File: src/rtl/aim_velocity_toward_target_top_macros.svh
// ----------------------------------------------------------------------------
// Assertion macros
// Shared concurrent assertion helpers, compiled out when SYNTH is defined.
// ----------------------------------------------------------------------------
`ifndef AIM_VELOCITY_TOWARD_TARGET_TOP_MACROS_SVH
`define AIM_VELOCITY_TOWARD_TARGET_TOP_MACROS_SVH
`ifndef SYNTH
`define AVT_ASSERT(lbl, clk, rstn, expr) \
  lbl: assert property (@(posedge clk) disable iff (!rstn) (expr)) \
    else $error("assertion failed");
`define AVT_ASSERT_IMP(lbl, clk, rstn, ante, cons) \
  lbl: assert property (@(posedge clk) disable iff (!rstn) (ante) |-> (cons)) \
    else $error("assertion failed");
`define AVT_ASSERT_NXT(lbl, clk, rstn, ante, cons) \
  lbl: assert property (@(posedge clk) disable iff (!rstn) (ante) |=> (cons)) \
    else $error("assertion failed");
`else
`define AVT_ASSERT(lbl, clk, rstn, expr)
`define AVT_ASSERT_IMP(lbl, clk, rstn, ante, cons)
`define AVT_ASSERT_NXT(lbl, clk, rstn, ante, cons)
`endif
`endif

File: src/rtl/avt_pkg.sv
// ----------------------------------------------------------------------------
// Aim velocity package
// Shared constants for the aim velocity block.
// ----------------------------------------------------------------------------
package avt_pkg;

  localparam int unsigned COORD_BITS_DEF = 24;
  localparam int unsigned FIFO_DEPTH     = 4;

endpackage

File: src/rtl/avt_fifo.sv
// ----------------------------------------------------------------------------
// Aim velocity queue
// Small register queue between the front end and the back end.
// ----------------------------------------------------------------------------
`include "aim_velocity_toward_target_top_macros.svh"

module avt_fifo #(
  parameter int unsigned WIDTH = 8,
  parameter int unsigned DEPTH = avt_pkg::FIFO_DEPTH
) (
  input  logic             clk_i,
  input  logic             rst_ni,
  input  logic             in_valid_i,
  output logic             in_ready_o,
  input  logic [WIDTH-1:0] in_data_i,
  output logic             out_valid_o,
  input  logic             out_ready_i,
  output logic [WIDTH-1:0] out_data_o
);

  localparam int unsigned AW = (DEPTH > 1) ? $clog2(DEPTH) : 1;

  logic [WIDTH-1:0] mem_q [DEPTH];
  logic [AW-1:0]    wr_q, rd_q;
  logic [AW:0]      cnt_q;
  logic             push, pop;

  assign in_ready_o  = cnt_q != (AW+1)'(DEPTH);
  assign out_valid_o = cnt_q != '0;
  assign push        = in_valid_i && in_ready_o;
  assign pop         = out_valid_o && out_ready_i;
  assign out_data_o  = mem_q[rd_q];

  always_ff @(posedge clk_i or negedge rst_ni) begin
    if (!rst_ni) begin
      wr_q  <= '0;
      rd_q  <= '0;
      cnt_q <= '0;
    end else begin
      if (push) begin
        wr_q <= (wr_q == AW'(DEPTH - 1)) ? '0 : wr_q + 1'b1;
      end
      if (pop) begin
        rd_q <= (rd_q == AW'(DEPTH - 1)) ? '0 : rd_q + 1'b1;
      end
      if (push && !pop) begin
        cnt_q <= cnt_q + 1'b1;
      end else if (pop && !push) begin
        cnt_q <= cnt_q - 1'b1;
      end
    end
  end

  always_ff @(posedge clk_i) begin
    if (push) begin
      mem_q[wr_q] <= in_data_i;
    end
  end

  `AVT_ASSERT(a_cnt_max, clk_i, rst_ni, cnt_q <= (AW+1)'(DEPTH))
  `AVT_ASSERT_IMP(a_ptr_gap, clk_i, rst_ni, cnt_q == '0, wr_q == rd_q)
  `AVT_ASSERT_NXT(a_push_cnt, clk_i, rst_ni, push && !pop, cnt_q == $past(cnt_q) + 1'b1)

endmodule

File: config.mk
export PLATFORM = sky130hd
export DESIGN_NAME = avt_fifo
export DESIGN_NICKNAME = d
export VERILOG_FILES = /design/src/rtl/avt_pkg.sv /design/src/rtl/avt_fifo.sv
export VERILOG_INCLUDE_DIRS = /design/src /design/src/rtl
export SDC_FILE = /design/constraint.sdc
export NUM_CORES = 1
export LEC_CHECK = 0
export BUFFER_PORTS_ARGS = -buffer_cell sky130_fd_sc_hd__buf_2
export CAP_MARGIN = 20
export CORE_MARGIN = 2
export CORE_UTILIZATION = 55
export CTS_BUF_LIST = sky130_fd_sc_hd__clkbuf_8 sky130_fd_sc_hd__clkbuf_16
export DETAILED_ROUTE_END_ITERATION = 6
export PLACE_DENSITY = 0.79
export SYNTH_ARGS = -nofsm -noshare
export SYNTH_HDL_FRONTEND = slang
export SYNTH_SLANG_ARGS = --single-unit
File: constraint.sdc
create_clock -name clk_i -period 2.75 [get_ports clk_i]
set_input_delay 0.1375 -clock clk_i [delete_from_list [all_inputs] [get_ports clk_i]]
set_output_delay 0.1375 -clock clk_i [all_outputs]
set_load 0.01 [all_outputs]
# Word-level counts from Yosys, hierarchy flattened
# Memories as Yosys holds them, arrays and structs flattened.
# Index checks and enable logic that the tools add are counted.
dict set report classes {
  n_mux 6
  eq_ne 3
  n_addsub 4
  n_reduce_logical 8
}
# op n
set ops {}
lappend ops {{3-bit two-way mux} 2}
lappend ops {{2-bit by 1-bit adder with 2-bit output, second input constant} 2}
lappend ops {{2-bit == test, second input constant} 2}
lappend ops {{1-bit logical AND} 4}
lappend ops {{2-bit two-way mux} 2}
lappend ops {{3-bit by 1-bit adder with 3-bit output, second input constant} 1}
lappend ops {{3-bit != test, second input constant} 1}
lappend ops {{3-bit nonzero test} 1}
lappend ops {{3-bit by 1-bit subtractor with 3-bit output, second input constant} 1}
lappend ops {{1-bit logical NOT} 2}
lappend ops {{1-bit two-way mux} 2}
lappend ops {{2-bit nonzero test} 1}
dict set report word_totals {
  wordCells 25
  regBits 7
  input_bits 12
  mem_count 1
  out_inout_bits 10
  ram_bits 32
}
# name words width rd rd_clocked_by_memory_dff write_ports line
set mem_list {}
lappend mem_list {mem_q 4 8 1 0 1 avt_fifo.sv:23} ;# logic [WIDTH-1:0] mem_q [DEPTH];

# Logic depth before layout (Yosys ltp)
# Gate-level depths: netlist of the first run.
dict set report depth {
  ltp_word 6
  ltp_mapped 8
  ltp_nobuf 8
}

# Least setup slack after synthesis of the first run
# OpenSTA, ideal clock, no wires.
dict set report synth_path {
  kind {register to register}
  start {reg cnt_q[2]}
  end {reg cnt_q[2]}
  slack_ns 0.785
  required_time_ns 2.671
  arrival_ns 1.885
  n_path_buf 0
  stages_incl_launch_ff 9
  cell_sequence {dfrtp_1 -> or3_4 -> nand2_4 -> ha_1 -> inv_1 -> fa_1 -> xor2_1 -> nor2_1 -> xor2_1}
}
dict set report synth_between {
  elab_chain_cells 5
  elab_cells_between_ends 13
  classes_between {add/sub: 2; eq/ne: 1; mux: 2; reduce/logical: 8}
}
# element line
set synth_rtl {}
lappend synth_rtl {{start, declared} avt_fifo.sv:25} ;# logic [AW:0] cnt_q;
lappend synth_rtl {{start signal, assigned} avt_fifo.sv:47} ;# cnt_q <= cnt_q + 1'b1;
lappend synth_rtl {{start signal, assigned} avt_fifo.sv:49} ;# cnt_q <= cnt_q - 1'b1;
lappend synth_rtl {{3-bit nonzero test (*)} avt_fifo.sv:29} ;# assign out_valid_o = cnt_q != '0;
lappend synth_rtl {{via out_valid_o} avt_fifo.sv:16} ;# output logic out_valid_o,
lappend synth_rtl {{1-bit logical AND (*)} avt_fifo.sv:31} ;# assign pop = out_valid_o && out_ready_i;
lappend synth_rtl {{1-bit logical NOT} avt_fifo.sv:46} ;# if (push && !pop) begin
lappend synth_rtl {{1-bit logical AND} avt_fifo.sv:46}
lappend synth_rtl {{3-bit two-way mux or 2-bit nonzero test (tied branches)} --}
# The timed path passes the listed nets; every way through them passes the cells marked *. The select of a mux whose other input is x is not followed.
# A chain may end at the register's enable or synchronous reset.

# Worst setup path in the final report of the first run
dict set report layout_path {
  start {reg cnt_q[2]}
  end {reg cnt_q[2]}
}
dict set report layout_between {
  elab_chain_cells 5
  elab_cells_between_ends 13
  classes_between {add/sub: 2; eq/ne: 1; mux: 2; reduce/logical: 8}
}
# element
set layout_rtl {}
lappend layout_rtl {{branches (longest 5 deep; another with 3-bit by 1-bit subtractor with 3-bit output)}}
# Several ways; the timed one is not identified. The select of a mux whose other input is x is not followed.

==> impl_metrics.ini, run 1 <==
[pwr]
p_int_w = 0.00130
power_frac_comb_pct = 31.8
power.density_nw_per_um2 = 1030
p_leak_nw = 0.700
max-vdd-ir-drop_uv = 771
switchingPower_w = 0.000571
clockPowerShare_pct = 18.4
power_frac_seq_pct = 49.8
swShare_pct = 30.5

[final_layout]
layout_commonest_cell = edfxtp_1
multiInputGateArea_um2 = 443
layout-drive-gt1-share_pct = 40.2
n_antenna_cell = 0
final_cell_mix = 32 x edfxtp_1, 21 x buf_2, 8 x mux4_2
seq_area_um2 = 1140
fillers = 184
syn2layout_area_growth_pct = 14.2
final_nets = 125

[detailed_routing]
drt_iter0_markers = 13
wl_per_cell_um = 16.4
via_per_inst = 5.25
ant_nets = 0
dr.pass1.iters = 4
vias = 724
routed_wl_um = 2260
drc = 0

[sta]
tns_ns = 0
finalCritPeriodShare_pct = 75.4
slew_viol_final = 0
setup_ws_ns = 0.678
rsz0062_at_grt = false
tightestPinTransition_ns = 0.596
fmax_mhz = 483
fin_skew_ns = 0.00460
fin_crit_ns = 2.07
setup_viol = 0
finalHoldViolCount = 0
slew_headroom_pct = 60.3

[synth]
yosys.area.top_type = edfxtp_1
synthDominantCellAreaShare_pct = 60.1
syn_inst = 79
synth_cell_types = 18
synthesis.area_um2 = 1600
avgSynthCellArea_um2 = 20.2
ys_ff_latch = 39
synthTopCellsByArea = edfxtp_1 60%, mux4_2 11%, dfrtp_1 11%
synth_nets = 98
yosysSeqAreaShare_pct = 71.0
synth_warnings = 0

[die]
coreArea_um2 = 2760
row_count = 19
start_util_pct = 58.0
ioPinCount = 22
dieArea_um2 = 3350
fp.dieW_um = 57.9
fp.dieH_um = 57.9

[setup_path]
endpoint_kind = register
crit_chain = or3_4, nand2_4, ha_1, inv_1, fa_1, xor2_1, nor2_1, xor2_1
crit_path_frequent_cell = xor2_1
cp_slowest_cell = dfrtp_1
cp_num_buf_inv = 1
cp.depth = 8
path_delay_family = simple AND/OR/NAND/NOR gates
ff2ff_path_depth = 8
cp.arrival_ns = 2.28
crit_type = register to register
cp.required_ns = 2.95
critPathMaxFanout = 4
critPathLaunchType = register
slowest_delay_ns = 0.42

[cts]
cts_resized = 0
cts_sinks = 39
clk_latency_ns = 0.28
ctsRootBufferMaster = clkbuf_8
clk_pin_slew_ns = 0.07
cts-htree-levels = 2
ctsLongestPathBuffers = 2
cts_made_buffers = 5
cts_tree = built

[grt]
grt_max_degree = 12
grt_remaining_overflow = 0
grt_pass1_vias = 819
antenna_found_initial = 0
grt_pass1_wl_um = 3710
grt_use_total_pct = 15.8

[run_status]
status = complete, no violations

[placement]
place_ws_ns = 0.687
place.gp.congestion = 0.776
portBuffers = 21
dp_hpwl_um = 1620

[job]
maxCapViolations = 0

[hold_path]
min_path_type = primary input to register
min_path_cells = 1
[cells by family (layout without fill, tap and decap cells)]
| logic type | count (synthesis) | in the layout | share of synthesized area [%] |
|---|---|---|---|
| AO/OA/AOI/OAI | 1 | 1 | 0.704 |
| adder cells (fa/ha/maj) | 7 | 7 | 5.95 |
| buffers and inverters | 5 | 33 | 1.25 |
| AND/OR/NAND/NOR | 11 | 11 | 4.15 |
| multiplexers | 13 | 13 | 15.3 |
| flip-flops | 39 | 39 | 71.0 |
| XOR/XNOR | 3 | 3 | 1.64 |
[path summary, 6_finish.rpt]
kind                                           start               endpoint  slack, ns
worst max-delay path            cnt_q[2]$_DFFE_PN0P_   cnt_q[2]$_DFFE_PN0P_       0.68
worst min-delay path                    in_data_i[6]  mem_q[2][6]$_DFFE_PP_       0.07
worst max register to register  cnt_q[2]$_DFFE_PN0P_   cnt_q[2]$_DFFE_PN0P_       0.68
worst min register to register  cnt_q[2]$_DFFE_PN0P_   cnt_q[2]$_DFFE_PN0P_       0.54
max in group asynchronous                     rst_ni    rd_q[0]$_DFFE_PN0P_       2.36
min in group asynchronous                     rst_ni   cnt_q[1]$_DFFE_PN0P_       0.23
[metrics by stage]
| stage | cells | cell area (um2) | power, W | hold slack (ns) | utilization, % |
|---|---|---|---|---|---|
| floorplan | 79 | 1600 | 0.00137 | -0.158 | - |
| global placement | 129 | 1730 | 0.00153 | -0.0249 | 62.9 |
| detailed placement | 129 | 1730 | 0.00156 | -0.0206 | 62.9 |
| CTS | 138 | 1830 | 0.00191 | 0.0619 | 66.2 |
| global route | 138 | 1830 | 0.00200 | 0.0661 | 66.2 |
| finish | 138 | 1830 | 0.00187 | 0.0705 | 66.2 |
[per-layer routing]
metal | vias to the layer above | global-route usage (%) | part of all wire (%)
li1 | 355 | - | -
met1 | 347 | 18.5 | 40
met2 | 18 | 27.4 | 54
met3 | 4 | 4.91 | 4.9
met4 | 0 | 5.98 | 1.3
met5 | - | 0 | 0
[power groups by stage]
stage	sequential [W]	clock, W	combinational [W]
global route	0.000960	0.000376	0.000662
CTS	0.000940	0.000353	0.000612
global placement	0.000941	0	0.000584
finish	0.000934	0.000344	0.000597
detailed placement	0.000954	0	0.000607
floorplan	0.000868	0	0.000497
[cell usage after synthesis, drive strengths merged]
cell type  number
a21boi          1
and2            4
buf             1
clkbuf          1
dfrtp           7
edfxtp         32
fa              1
ha              6
inv             3
mux2            5
mux4            8
nand2           2
nor2            4
or3             1
xnor2           1
xor2            2
[repair_timing]
action | 4_1_cts | 5_1_grt
setup buffers | 0 | 0
setup endpoints to repair | 0 | 0
endpoints found under the hold margin | 7 | 0
hold buffers | 1 | 0
[final cells by class]
cell class                 count  area share (%)
clock buffer                   5            3.77
clock inverter                 3           0.685
inverter                       3           0.617
timing repair buffer          22            6.31
tap                           31            2.12
sequential                    39            62.2
multi-input combinational     35            24.3
[sequential cells by signal (all words and copies together) (netlist names)]
register  flops
mem_q        32
rd_q          2
wr_q          2
cnt_q         3
Power figures use the tool's default switching activity.
==> inputs of run 2 (changes only) <==
clock period = 2.2 ns   (was 2.75 ns; I/O delays follow)
==> run 2 against run 1 <==
Global-route usage down 0.92 points; non-clock buffer count grew 1; die area unchanged; worst hold slack got worse by 0.018 ns; combinational power grew 25%; final area is 0.41% higher; maximum frequency up 1.5%; critical endpoint unchanged; largest cell class unchanged; largest power group unchanged; highest routed layer unchanged.
==> impl_metrics.ini, run 2 (same netlist as run 1, synthesis figures left out) <==
[sta]
fin_skew_ns = 0.00339
slew_headroom_pct = 60.2
finalCritPeriodShare_pct = 92.8
slew_viol_final = 0
setup_viol = 0
fmax_mhz = 490
fin_crit_ns = 2.04
rsz0062_at_grt = false
tns_ns = 0
tightestPinTransition_ns = 0.597
finalHoldViolCount = 0

[final_layout]
syn2layout_area_growth_pct = 14.6
multiInputGateArea_um2 = 443
top_regs = mem_q (32), cnt_q (3)
final_nets = 126
n_antenna_cell = 0
largest_reg_flops = 32
final_util_pct = 66.5
seq_area_um2 = 1140
fillers = 211
layout-drive-gt1-share_pct = 40.7
top_register = mem_q
final_cell_mix = 32 x edfxtp_1, 21 x buf_2, 8 x mux4_2
layout_commonest_cell = edfxtp_1

[setup_path]
cp.required_ns = 2.40
critPathLaunch = cnt_q[2]$_DFFE_PN0P_
slowest_delay_ns = 0.43
crit_chain = or3_4, nand2_4, ha_1, inv_1, fa_1, xor2_1, nor2_1, xor2_1
ff2ff_path_depth = 8
crit_type = register to register
reg2reg_slack_ns = 0.16
timing.rr.end = cnt_q[2]$_DFFE_PN0P_
cp.arrival_ns = 2.24
endpoint_kind = register
crit_path_frequent_cell = xor2_1
cp_num_buf_inv = 1
cp_slowest_cell = dfrtp_1
critPathLaunchType = register
reg2reg_from = cnt_q[2]$_DFFE_PN0P_
path_delay_family = simple AND/OR/NAND/NOR gates
cp.depth = 8
critPathMaxFanout = 4
crit_end = cnt_q[2]$_DFFE_PN0P_

[pwr]
power.density_nw_per_um2 = 1280
swShare_pct = 30.1
p_int_w = 0.00164
power_frac_seq_pct = 50.0
power_frac_comb_pct = 32.0
clockPowerShare_pct = 18.1
p_leak_nw = 0.705
max-vdd-ir-drop_uv = 862
switchingPower_w = 0.000703

[cts]
clk_pin_slew_ns = 0.07
cts_resized = 0
clk_latency_ns = 0.27
ctsLongestPathBuffers = 2
cts_made_buffers = 5
cts_tree = built
ctsRootBufferMaster = clkbuf_8
cts_sinks = 39
cts-htree-levels = 2

[die]
start_util_pct = 58.0
dieArea_um2 = 3350
row_count = 19
fp.dieH_um = 57.9
coreArea_um2 = 2760
ioPinCount = 22
fp.dieW_um = 57.9

[hold_path]
min_path_type = primary input to register

[grt]
grt_remaining_overflow = 0
antenna_found_initial = 0
grt_max_degree = 12
grt_use_total_pct = 14.9
grt_pass1_vias = 781
grt_pass1_wl_um = 3530

[detailed_routing]
drc = 0
routed_wl_um = 2220
dr.pass1.iters = 4
ant_nets = 0
wl_per_cell_um = 16.0
via_per_inst = 5.40
drt_iter0_markers = 17
vias = 750

[placement]
place.gp.congestion = 0.780
dp_hpwl_um = 1600
portBuffers = 21

[run_status]
status = complete, no violations

[job]
maxCapViolations = 0
-- run 2: worst reg2reg max path: cells and delay by family (launching register included) --
kind	cells	cell delay (ns)
buffers and inverters	1	0.06
AND/OR/NAND/NOR	3	0.64
adder cells (fa/ha/maj)	2	0.55
flip-flops	1	0.43
XOR/XNOR	2	0.30
-- run 2: how the worst min path moves through the flow --
| stage | from | to | slack [ns] | cells after the start |
|---|---|---|---|---|
| after global placement | rst_ni | rd_q[0]$_DFFE_PN0P_ | -0.05 | 1 |
| after global routing | in_data_i[4] | mem_q[2][4]$_DFFE_PP_ | 0.05 | 1 |
| after detailed placement | rst_ni | rd_q[1]$_DFFE_PN0P_ | -0.05 | 1 |
| after floorplan | rst_ni | cnt_q[0]$_DFFE_PN0P_ | -0.19 | 0 |
| final | in_data_i[4] | mem_q[3][4]$_DFFE_PP_ | 0.05 | 1 |
| after CTS | in_data_i[1] | mem_q[1][1]$_DFFE_PP_ | 0.04 | 1 |
-- run 2: metal layers --
| layer | global-route usage [%] | wire length (um) | vias to the layer above |
|---|---|---|---|
| li1 | - | - | 359 |
| met1 | 17.5 | 943 | 371 |
| met2 | 25.6 | 1170 | 16 |
| met3 | 5.13 | 90 | 4 |
| met4 | 4.98 | 21 | 0 |
| met5 | 0 | 0 | - |
-- run 2: layout make-up --
cell class	count	area share [%]
clock buffer	5	3.75
multi-input combinational	35	24.2
clock inverter	3	0.683
timing repair buffer	23	6.69
tap	31	2.12
inverter	3	0.614
sequential	39	62.0
-- run 2: repair_timing --
action	in CTS	in global routing
hold endpoints to repair	7	0
buffers inserted	0	0
hold buffers	1	0
-- run 2: metrics by stage --
step | cell area [um2] | worst slack, ns | hold WS (ns) | power [W] | std cells
5_1_grt | 1830 | 0.0421 | 0.0456 | 0.00248 | 139
3_5_place_dp | 1740 | 0.168 | -0.0491 | 0.00195 | 130
6_report | 1830 | 0.158 | 0.0521 | 0.00234 | 139
4_1_cts | 1830 | 0.155 | 0.0449 | 0.00238 | 139
2_1_floorplan | 1600 | 0.235 | -0.186 | 0.00171 | 79
3_3_place_gp | 1740 | 0.224 | -0.0524 | 0.00191 | 130
-- run 2: power groups by stage --
| stage | Clock [W] | Sequential (W) | Combinational [W] |
|---|---|---|---|
| finish | 0.000423 | 0.00117 | 0.000747 |
| global route | 0.000465 | 0.00119 | 0.000817 |
| CTS | 0.000441 | 0.00118 | 0.000764 |
| global placement | 0 | 0.00118 | 0.000737 |
| detailed placement | 0 | 0.00119 | 0.000759 |
| floorplan | 0 | 0.00109 | 0.000621 |
